$ cat src/ir_distance_table_interpolator_defines.svh
// Assertion macros for the IR distance table interpolator.
// Both sample on the rising edge of clk and are off while arst_n is low.
`ifndef IR_DISTANCE_TABLE_INTERPOLATOR_DEFINES_SVH
`define IR_DISTANCE_TABLE_INTERPOLATOR_DEFINES_SVH

`ifndef SYNTHESIS

// Consequent holds in the same cycle as the antecedent.
`define IRDTI_ASSERT_SAME(lbl, ante, cons, msg) \
	lbl: assert property (@(posedge clk) disable iff (!arst_n) (ante) |-> (cons)) \
		else $error(msg);

// Consequent holds in the cycle after the antecedent.
`define IRDTI_ASSERT_NEXT(lbl, ante, cons, msg) \
	lbl: assert property (@(posedge clk) disable iff (!arst_n) (ante) |=> (cons)) \
		else $error(msg);

`else

`define IRDTI_ASSERT_SAME(lbl, ante, cons, msg)
`define IRDTI_ASSERT_NEXT(lbl, ante, cons, msg)

`endif

`endif

$ cat src/irdti_pkg.sv
package irdti_pkg;

	// Field widths
	localparam int CH_W   = 3;
	localparam int READ_W = 14;
	localparam int DIST_W = 12;

	// Calibration table size and derived widths
	localparam int TABLE_ENTRIES = 14;
	localparam int IDX_W         = $clog2(TABLE_ENTRIES);
	// Interpolation numerator: distance times breakpoint step
	localparam int NUM_W         = READ_W + DIST_W;
	// Divider iteration counter
	localparam int CNT_W         = $clog2(DIST_W + 1);

	// Result kind
	typedef enum logic [1:0] {
		CLAMP_NONE  = 2'd0,
		CLAMP_FIRST = 2'd1,
		CLAMP_LAST  = 2'd2
	} clamp_t;

	// Front sensor breakpoints, ADC counts times 16
	localparam logic [READ_W-1:0] FRONT_AT [TABLE_ENTRIES] = '{
		14'd1904, 14'd1920, 14'd1936, 14'd1952, 14'd1968, 14'd2101, 14'd2320,
		14'd2571, 14'd2880, 14'd3443, 14'd4157, 14'd5210, 14'd6826, 14'd8699
	};

	// Side sensor breakpoints: volts * 1024 / 5 * 16, rounded
	localparam logic [READ_W-1:0] SIDE_AT [TABLE_ENTRIES] = '{
		14'd1311, 14'd1475, 14'd1638, 14'd1802, 14'd1966, 14'd2130, 14'd2294,
		14'd2621, 14'd2949, 14'd3441, 14'd4096, 14'd5079, 14'd6554, 14'd8192
	};

	// Distances in cm times 16, shared by both tables
	localparam logic [DIST_W-1:0] DIST_Q4 [TABLE_ENTRIES] = '{
		12'd2400, 12'd2240, 12'd2080, 12'd1920, 12'd1760, 12'd1600, 12'd1440,
		12'd1280, 12'd1120, 12'd960,  12'd800,  12'd640,  12'd480,  12'd320
	};

	// Breakpoint lookup; unused index codes read as zero
	function automatic logic [READ_W-1:0] bp_at(input logic front,
		input logic [IDX_W-1:0] idx);
		logic [READ_W-1:0] v;
		v = '0;
		if (32'(idx) < TABLE_ENTRIES) begin
			v = front ? FRONT_AT[idx] : SIDE_AT[idx];
		end
		return v;
	endfunction

	// Distance lookup; unused index codes read as zero
	function automatic logic [DIST_W-1:0] dist_at(input logic [IDX_W-1:0] idx);
		logic [DIST_W-1:0] v;
		v = '0;
		if (32'(idx) < TABLE_ENTRIES) begin
			v = DIST_Q4[idx];
		end
		return v;
	endfunction

endpackage

$ cat src/ir_distance_table_interpolator.sv
// IR distance table interpolator: one item in (channel on s_tuser, reading on
// s_tdata) gives one item out (distance on m_tdata, clamp kind on m_tuser).
// Channel 0 uses the front table, any other channel the side table. The block
// handles one item at a time and is not ready while it works. A reading at or
// below the first breakpoint is clamped after the low range check, one at or
// above the last entry after the high check. An interpolated reading goes
// on to a linear breakpoint search that finds the segment index k (0 to 12),
// then to the numerator build and the divide. One shared 16-bit subtractor
// does the range checks, the segment search, the offset into the segment and
// the 12 steps of the restoring divide; a 12x14 multiply step and a
// multiply-add step build the numerator. A finished item sits in the output
// register, so the next item may be accepted before it is taken.
`include "ir_distance_table_interpolator_defines.svh"

module ir_distance_table_interpolator (
	input  logic        clk,
	input  logic        arst_n,
	// Input items
	input  logic        s_tvalid,
	output logic        s_tready,
	input  logic [15:0] s_tdata,   // [13:0] reading_q4, [15:14] zero
	input  logic [irdti_pkg::CH_W-1:0] s_tuser,  // [2:0] channel
	// Result items
	output logic        m_tvalid,
	input  logic        m_tready,
	output logic [15:0] m_tdata,   // [11:0] distance_q4, [15:12] zero
	output logic [1:0]  m_tuser    // [1:0] clamp_state
);
	import irdti_pkg::*;

	localparam int SUB_W = READ_W + 2;

	typedef enum logic [2:0] {
		ST_IDLE,
		ST_LO,
		ST_HI,
		ST_SEARCH,
		ST_MUL1,
		ST_MUL2,
		ST_DIV,
		ST_DONE
	} state_t;

	state_t              state_q;
	logic                front_q;
	logic [READ_W-1:0]   read_q;
	logic [IDX_W-1:0]    seg_q;
	logic [READ_W-1:0]   diff_q;
	logic [READ_W-1:0]   step_q;
	logic [NUM_W-1:0]    prod_q;
	logic [READ_W-1:0]   rem_q;
	logic [DIST_W-1:0]   num_lo_q;
	logic [DIST_W-1:0]   quo_q;
	logic [CNT_W-1:0]    cnt_q;
	logic [DIST_W-1:0]   dist_q;
	clamp_t              clamp_q;
	logic                m_valid_q;
	logic [DIST_W-1:0]   m_dist_q;
	clamp_t              m_clamp_q;

	// Shared subtractor operands
	logic [SUB_W-1:0]    sub_a;
	logic [SUB_W-1:0]    sub_b;
	logic [SUB_W-1:0]    sub_res;
	logic                sub_neg;
	logic                sub_zero;
	logic [READ_W:0]     trial;

	// Segment values for the multiply cycles
	logic [IDX_W-1:0]    seg_nx;
	logic [READ_W-1:0]   seg_step;
	logic [DIST_W-1:0]   y0;
	logic [DIST_W-1:0]   y1;
	logic signed [DIST_W:0]  dy;
	logic signed [NUM_W+1:0] num_s;
	logic [NUM_W-1:0]    num;

	assign seg_nx   = seg_q + IDX_W'(1);
	assign y0       = dist_at(seg_q);
	assign y1       = dist_at(seg_nx);
	assign seg_step = bp_at(front_q, seg_nx) - bp_at(front_q, seg_q);
	assign dy       = $signed({1'b0, y1}) - $signed({1'b0, y0});

	// Numerator y0*step + (y1-y0)*diff, never negative for an enclosing segment
	assign num_s = $signed({2'b00, prod_q}) + (dy * $signed({1'b0, diff_q}));
	assign num   = num_s[NUM_W-1:0];

	// Divider trial: partial remainder shifted with the next numerator bit
	assign trial = {rem_q, num_lo_q[DIST_W-1]};

	// Shared subtractor input select
	always_comb begin
		sub_a = {2'b00, read_q};
		sub_b = '0;
		unique case (state_q)
			ST_LO:     sub_b = {2'b00, bp_at(front_q, '0)};
			ST_HI:     sub_b = {2'b00, bp_at(front_q, IDX_W'(TABLE_ENTRIES - 1))};
			ST_SEARCH: sub_b = {2'b00, bp_at(front_q, seg_nx)};
			ST_MUL1:   sub_b = {2'b00, bp_at(front_q, seg_q)};
			ST_DIV: begin
				sub_a = {1'b0, trial};
				sub_b = {2'b00, step_q};
			end
			default: begin
				sub_a = {2'b00, read_q};
				sub_b = '0;
			end
		endcase
	end

	assign sub_res  = sub_a - sub_b;
	assign sub_neg  = sub_res[SUB_W-1];
	assign sub_zero = (sub_res == '0);

	// Sequencer, datapath and output register
	always_ff @(posedge clk or negedge arst_n) begin
		if (!arst_n) begin
			state_q   <= ST_IDLE;
			m_valid_q <= 1'b0;
		end else begin
			// Output taken; a finishing item refills it in ST_DONE instead
			if (m_valid_q && m_tready && (state_q != ST_DONE)) begin
				m_valid_q <= 1'b0;
			end
			unique case (state_q)
				ST_IDLE: begin
					if (s_tvalid) begin
						front_q <= (s_tuser == '0);
						read_q  <= s_tdata[READ_W-1:0];
						state_q <= ST_LO;
					end
				end
				// At or below the first breakpoint
				ST_LO: begin
					if (sub_neg || sub_zero) begin
						dist_q  <= DIST_Q4[0];
						clamp_q <= CLAMP_FIRST;
						state_q <= ST_DONE;
					end else begin
						state_q <= ST_HI;
					end
				end
				// At or above the last breakpoint
				ST_HI: begin
					if (!sub_neg) begin
						dist_q  <= DIST_Q4[TABLE_ENTRIES - 1];
						clamp_q <= CLAMP_LAST;
						state_q <= ST_DONE;
					end else begin
						seg_q   <= '0;
						state_q <= ST_SEARCH;
					end
				end
				// First segment whose upper end is at or above the reading
				ST_SEARCH: begin
					if (sub_neg || sub_zero) begin
						state_q <= ST_MUL1;
					end else begin
						seg_q <= seg_nx;
					end
				end
				ST_MUL1: begin
					diff_q  <= sub_res[READ_W-1:0];
					step_q  <= seg_step;
					prod_q  <= NUM_W'(y0) * NUM_W'(seg_step);
					state_q <= ST_MUL2;
				end
				// Quotient fits in DIST_W bits, so the high part is below step
				ST_MUL2: begin
					rem_q    <= num[NUM_W-1:DIST_W];
					num_lo_q <= num[DIST_W-1:0];
					quo_q    <= '0;
					cnt_q    <= '0;
					clamp_q  <= CLAMP_NONE;
					state_q  <= ST_DIV;
				end
				// Restoring divide, one quotient bit a cycle
				ST_DIV: begin
					num_lo_q <= {num_lo_q[DIST_W-2:0], 1'b0};
					if (!sub_neg) begin
						rem_q <= sub_res[READ_W-1:0];
						quo_q <= {quo_q[DIST_W-2:0], 1'b1};
					end else begin
						rem_q <= trial[READ_W-1:0];
						quo_q <= {quo_q[DIST_W-2:0], 1'b0};
					end
					if (cnt_q == CNT_W'(DIST_W - 1)) begin
						dist_q  <= sub_neg ? {quo_q[DIST_W-2:0], 1'b0}
						                   : {quo_q[DIST_W-2:0], 1'b1};
						state_q <= ST_DONE;
					end else begin
						cnt_q <= cnt_q + CNT_W'(1);
					end
				end
				// Hand the item to the output register once it is free
				ST_DONE: begin
					if (!m_valid_q || m_tready) begin
						m_valid_q <= 1'b1;
						m_dist_q  <= dist_q;
						m_clamp_q <= clamp_q;
						state_q   <= ST_IDLE;
					end
				end
				default: begin
					state_q <= ST_IDLE;
				end
			endcase
		end
	end

	assign s_tready = (state_q == ST_IDLE);
	assign m_tvalid = m_valid_q;
	assign m_tdata  = {{(16 - DIST_W){1'b0}}, m_dist_q};
	assign m_tuser  = m_clamp_q;

	// Checks
	`IRDTI_ASSERT_NEXT(a_busy_after_accept, s_tvalid && s_tready, !s_tready, "ready after accept")
	`IRDTI_ASSERT_SAME(a_first_dist, m_tvalid && (m_tuser == CLAMP_FIRST), m_tdata[DIST_W-1:0] == DIST_Q4[0], "first clamp distance")
	`IRDTI_ASSERT_SAME(a_last_dist, m_tvalid && (m_tuser == CLAMP_LAST), m_tdata[DIST_W-1:0] == DIST_Q4[TABLE_ENTRIES - 1], "last clamp distance")
	`IRDTI_ASSERT_SAME(a_dist_range, m_tvalid, m_tdata[DIST_W-1:0] <= DIST_Q4[0] && m_tdata[DIST_W-1:0] >= DIST_Q4[TABLE_ENTRIES - 1], "distance out of table range")

endmodule

$ cat config.mk
export PLATFORM = sky130hd
export DESIGN_NAME = ir_distance_table_interpolator
export DESIGN_NICKNAME = d
export VERILOG_FILES = /design/src/irdti_pkg.sv /design/src/ir_distance_table_interpolator.sv
export VERILOG_INCLUDE_DIRS = /design/src /design/src/src
export SDC_FILE = /design/constraint.sdc
export NUM_CORES = 1
export LEC_CHECK = 0
export BUFFER_PORTS_ARGS = -buffer_cell sky130_fd_sc_hd__buf_2
export CORE_ASPECT_RATIO = 1.25
export CORE_UTILIZATION = 50
export CTS_CLUSTER_DIAMETER = 50
export CTS_CLUSTER_SIZE = 16
export DETAILED_ROUTE_END_ITERATION = 16
export GPL_ROUTABILITY_DRIVEN = 0
export PLACE_DENSITY = 0.73
export SLEW_MARGIN = 20
export SYNTH_ARGS = -nofsm -noshare
export SYNTH_HDL_FRONTEND = slang
export SYNTH_SLANG_ARGS = --single-unit
$ cat constraint.sdc
create_clock -name clk -period 10.49 [get_ports clk]
set_clock_uncertainty 0.2 [all_clocks]
set_input_delay 0.5245 -clock clk [delete_from_list [all_inputs] [get_ports clk]]
set_output_delay 0.5245 -clock clk [all_outputs]
set_load 0.03 [all_outputs]
==> metrics.md <==
| Metric | Value |
|---|---|
| Dominant cells by area after synthesis | `edfxtp_1 (24%), fa_1 (19%), ha_1 (16%)` |
| DR iter-0 viols | `912` |
| Yosys warns | `0` |
| Biggest area consumer among synthesized cells | `edfxtp_1` |
| Crit path required time | `approximately 10,000 ps` |
| Synthesized cell area | `16,300 um2` |
| Max_cap viols | `0` |
| Final nets | `between 2,000 and 2,500` |
| XOR/XNOR Fraction of Synth Area | `approximately 3.5%` |
| Die ar. | `33,400 um2` |
| Root buffer cell | `clkbuf_16` |
| Antenna diodes | `0` |
| Share of layout cells above drive strength 1 | `7.06%` |
| Final hold vios | `0` |
| Congestion Overflow GR | `0` |
| Routed WL per cell | `18.3 um` |
| Clk pin slew, worst setup/hold paths | `~70 ps` |
| Worst-path fanout max | `32` |
| H-tree depth | `4` |
| Sequential area share after synthesis | `24.9%` |
| Post-DP HPWL | `32.0 mm` |
| Post-route ant nets | `0` |
| Post-CTS Resized | `0` |
| DRC Markers | `0` |
| Die Height | `between 200 and 250 um` |
| Crit share post-route | `~96%` |
| Normalized max-slew margin | `37.1%` |
| Post-synth top flop | `edfxtp_1` |
| Syn Area/Cell | `9.21 um2` |
| Port Buffers | `36` |
| DR vias/cell | `5.85` |
| Distinct cells, synth | `77` |
| Clock sinks | `roughly 140` |
| Count of final max-slew check failures | `0` |
| Largest buffer count on any clock path | `2` |
| Simple-gate share of the synthesized area | `17.1%` |
| Cell mode on critical path | `inv_1` |
| First-pass GRT wire length | `66.3 mm` |
| Core outline area | `around 32,000 um2` |
| Crit path capture type | `flop` |
| # setup viols final | `0` |
| Antenna violations before repair | `1` |
| Status | `finished, final reports clean` |
| Worst hold slack | `approximately 56 ps` |
| Area grow syn2layout | `8.11%` |
| Initial core utilization | `51.1%` |
| TritonCTS Buffers | `17` |
| # fillers | `about 2,800` |
| Crit path buf inv count | `8` |
| Portion of netlist area occupied by mux cells | `1.29%` |
| Synth Instances | `1,775` |
| Synth Area in Compound Gates | `11.3%` |
| EDFF count, synth | `roughly 130` |
| HP Class | `in -> reg` |
| Reg-to-reg setup timing slack | `~450 ps` |
| Largest family of logic cells by synthesized area | `adder cells` |
| Fmax | `99.6 MHz` |
| Largest net degree at the start of global routing | `50` |
| Post-CTS Setup Inserts | `0` |
| Crit start category | `flop` |
| Via count | `13,000` |
| Overall Global Routing Usage | `25.5%` |
| Post-layout min period | `between 10,000 and 15,000 ps` |
| Flops & latches, synth | `136` |
| Slowest CP cell | `o41a_1` |
| WL final | `40.7 mm` |
| RSZ-0062 raised after global routing | `no` |
| Area share of fa/ha/maj cells after synthesis | `34.7%` |
| Async SR Flop Fraction | `2.94%` |
| Clk_lat worst skew | `440 ps` |
| Worst-Margin Slew | `920 ps` |
| Synth top area share | `about a quarter` |
| Setup CP Type | `reg -> reg` |
| Vias in the first global route | `about 13,000` |
| Fin Setup TNS | `0 ps` |
| TritonRoute pass-1 iters | `6` |
| Die Wd | `164 um` |
| Crit path DAT | `10,010 ps` |
| Max incr delay on CP | `650 ps` |
| CTS tree | `yes` |
| Family with the most delay on the worst path | `adder cells` |
| Rows | `between 70 and 80` |
| I/O pin count | `between 40 and 50` |
cell usage in the layout, fill, tap and decap left out, types with 5 or more instances in the layout:
| cell type | synthesis | layout |
|---|---|---|
| a2111oi_0 | 5 | 5 |
| a211oi_1 | 20 | 20 |
| a21o_1 | 16 | 16 |
| a21oi_1 | 76 | 76 |
| a31oi_1 | 13 | 13 |
| and2_1 | 77 | 76 |
| and3_1 | 28 | 27 |
| buf_2 | 1 | 36 |
| buf_4 | 4 | 35 |
| clkbuf_16 | 0 | 17 |
| edfxtp_1 | 132 | 132 |
| fa_1 | 153 | 153 |
| ha_1 | 209 | 209 |
| inv_1 | 239 | 239 |
| inv_2 | 6 | 6 |
| mux2i_1 | 15 | 15 |
| nand2_1 | 188 | 188 |
| nand2b_1 | 19 | 19 |
| nand3_1 | 19 | 19 |
| nand4_1 | 6 | 6 |
| nor2_1 | 166 | 165 |
| nor2b_1 | 22 | 22 |
| nor3_1 | 30 | 30 |
| o211ai_1 | 5 | 5 |
| o21a_1 | 6 | 6 |
| o21ai_0 | 62 | 62 |
| o21ai_1 | 14 | 14 |
| o21bai_1 | 6 | 6 |
| o22ai_1 | 10 | 10 |
| or2_1 | 5 | 5 |
| or3_1 | 8 | 8 |
| or4_1 | 5 | 5 |
| xnor2_1 | 40 | 40 |
| xor2_1 | 25 | 25 |
final cells by class:
| class | count | area, um2 | area share, % |
|---|---|---|---|
| clock buffers | 17 | 425 | 2.41 |
| inverters | 245 | 920 | 5.20 |
| multi-input cells | 1328 | 11100 | 62.9 |
| clock inverters | 15 | 180 | 1.02 |
| well taps | 412 | 515 | 2.92 |
| flip-flops and latches | 136 | 4060 | 23.0 |
| repair buffers | 72 | 453 | 2.56 |
routing by layer:
layer  wire (um)  global-route usage (%)
met5           0                       0
met4        2310                    13.7
met2       20500                    44.2
met3        2390                    3.37
met1       15500                    30.7
state kept, by name (all words and copies together), names as in the netlist, 2 cells and up:
register,flops
seg_q,4
num_lo_q,7
read_q,14
prod_q,21
dist_q,12
diff_q,14
cnt_q,4
step_q,14
rem_q,14
m_dist_q,12
clamp_q,2
quo_q,11
m_tuser,2
state_q,3
metrics by stage:
step | setup WS, ps | utilization (%) | instance area, um2 | cells
6_report | 454 | 55.3 | 17700 | 2225
5_1_grt | 17.0 | 55.3 | 17700 | 2225
4_1_cts | 588 | 55.3 | 17700 | 2225
3_5_place_dp | 616 | 53.3 | 17100 | 2192
3_3_place_gp | 821 | 53.3 | 17100 | 2192
2_1_floorplan | 1190 | - | 16400 | 1778
worst paths after layout:
kind / startpoint / end / depth (start not counted)
max: seg_q[0] / rem_q[10] / 33
min: s_tdata[5] / read_q[5] / 1
max reg2reg: seg_q[0] / rem_q[10] / 33
min reg2reg: clamp_q[0] / m_tuser[0] / 0
max in group asynchronous: arst_n / state_q[2] / 2
min in group asynchronous: arst_n / m_tvalid / 2
synthesized netlist by cell type (4+ instances only):
master       n
fa_1       153
nand3b_1     4
xor2_1      25
nor2b_1     22
or2_1        5
clkbuf_1    51
nor2_1     166
a21o_1      16
o22ai_1     10
or4_1        5
buf_4        4
o211ai_1     5
nand3_1     19
nand2b_1    19
nor3_1      30
or2_2        4
o31ai_1      4
inv_1      239
o21a_1       6
and3_1      28
ha_1       209
dfrtp_1      4
or3_1        8
xnor2_1     40
buf_1       13
a31oi_1     13
o311ai_0     4
inv_2        6
mux2i_1     15
a21oi_1     76
o21ai_0     62
edfxtp_1   132
o21bai_1     6
a2111oi_0    5
a211oi_1    20
o21ai_1     14
nand4_1      6
and2_1      77
nand2_1    188
cell families after synthesis:
logic type / after synthesis
and+or+nand+nor: 591
buffers and inverters: 314
muxes: 19
DFF: 136
AOI/OAI and AO/OA: 287
other: 1
xor gates and xnor gates: 65
adders and majority gates: 362
repair_timing:
action | 4_1_cts | 5_1_grt
hold endpoints to repair | 4 | 0
hold buffers | 1 | 0
setup endpoints to repair | 0 | 0
Power is not shown: default switching activity piles up to over one toggle a cycle in this logic, so the estimate is an artifact.
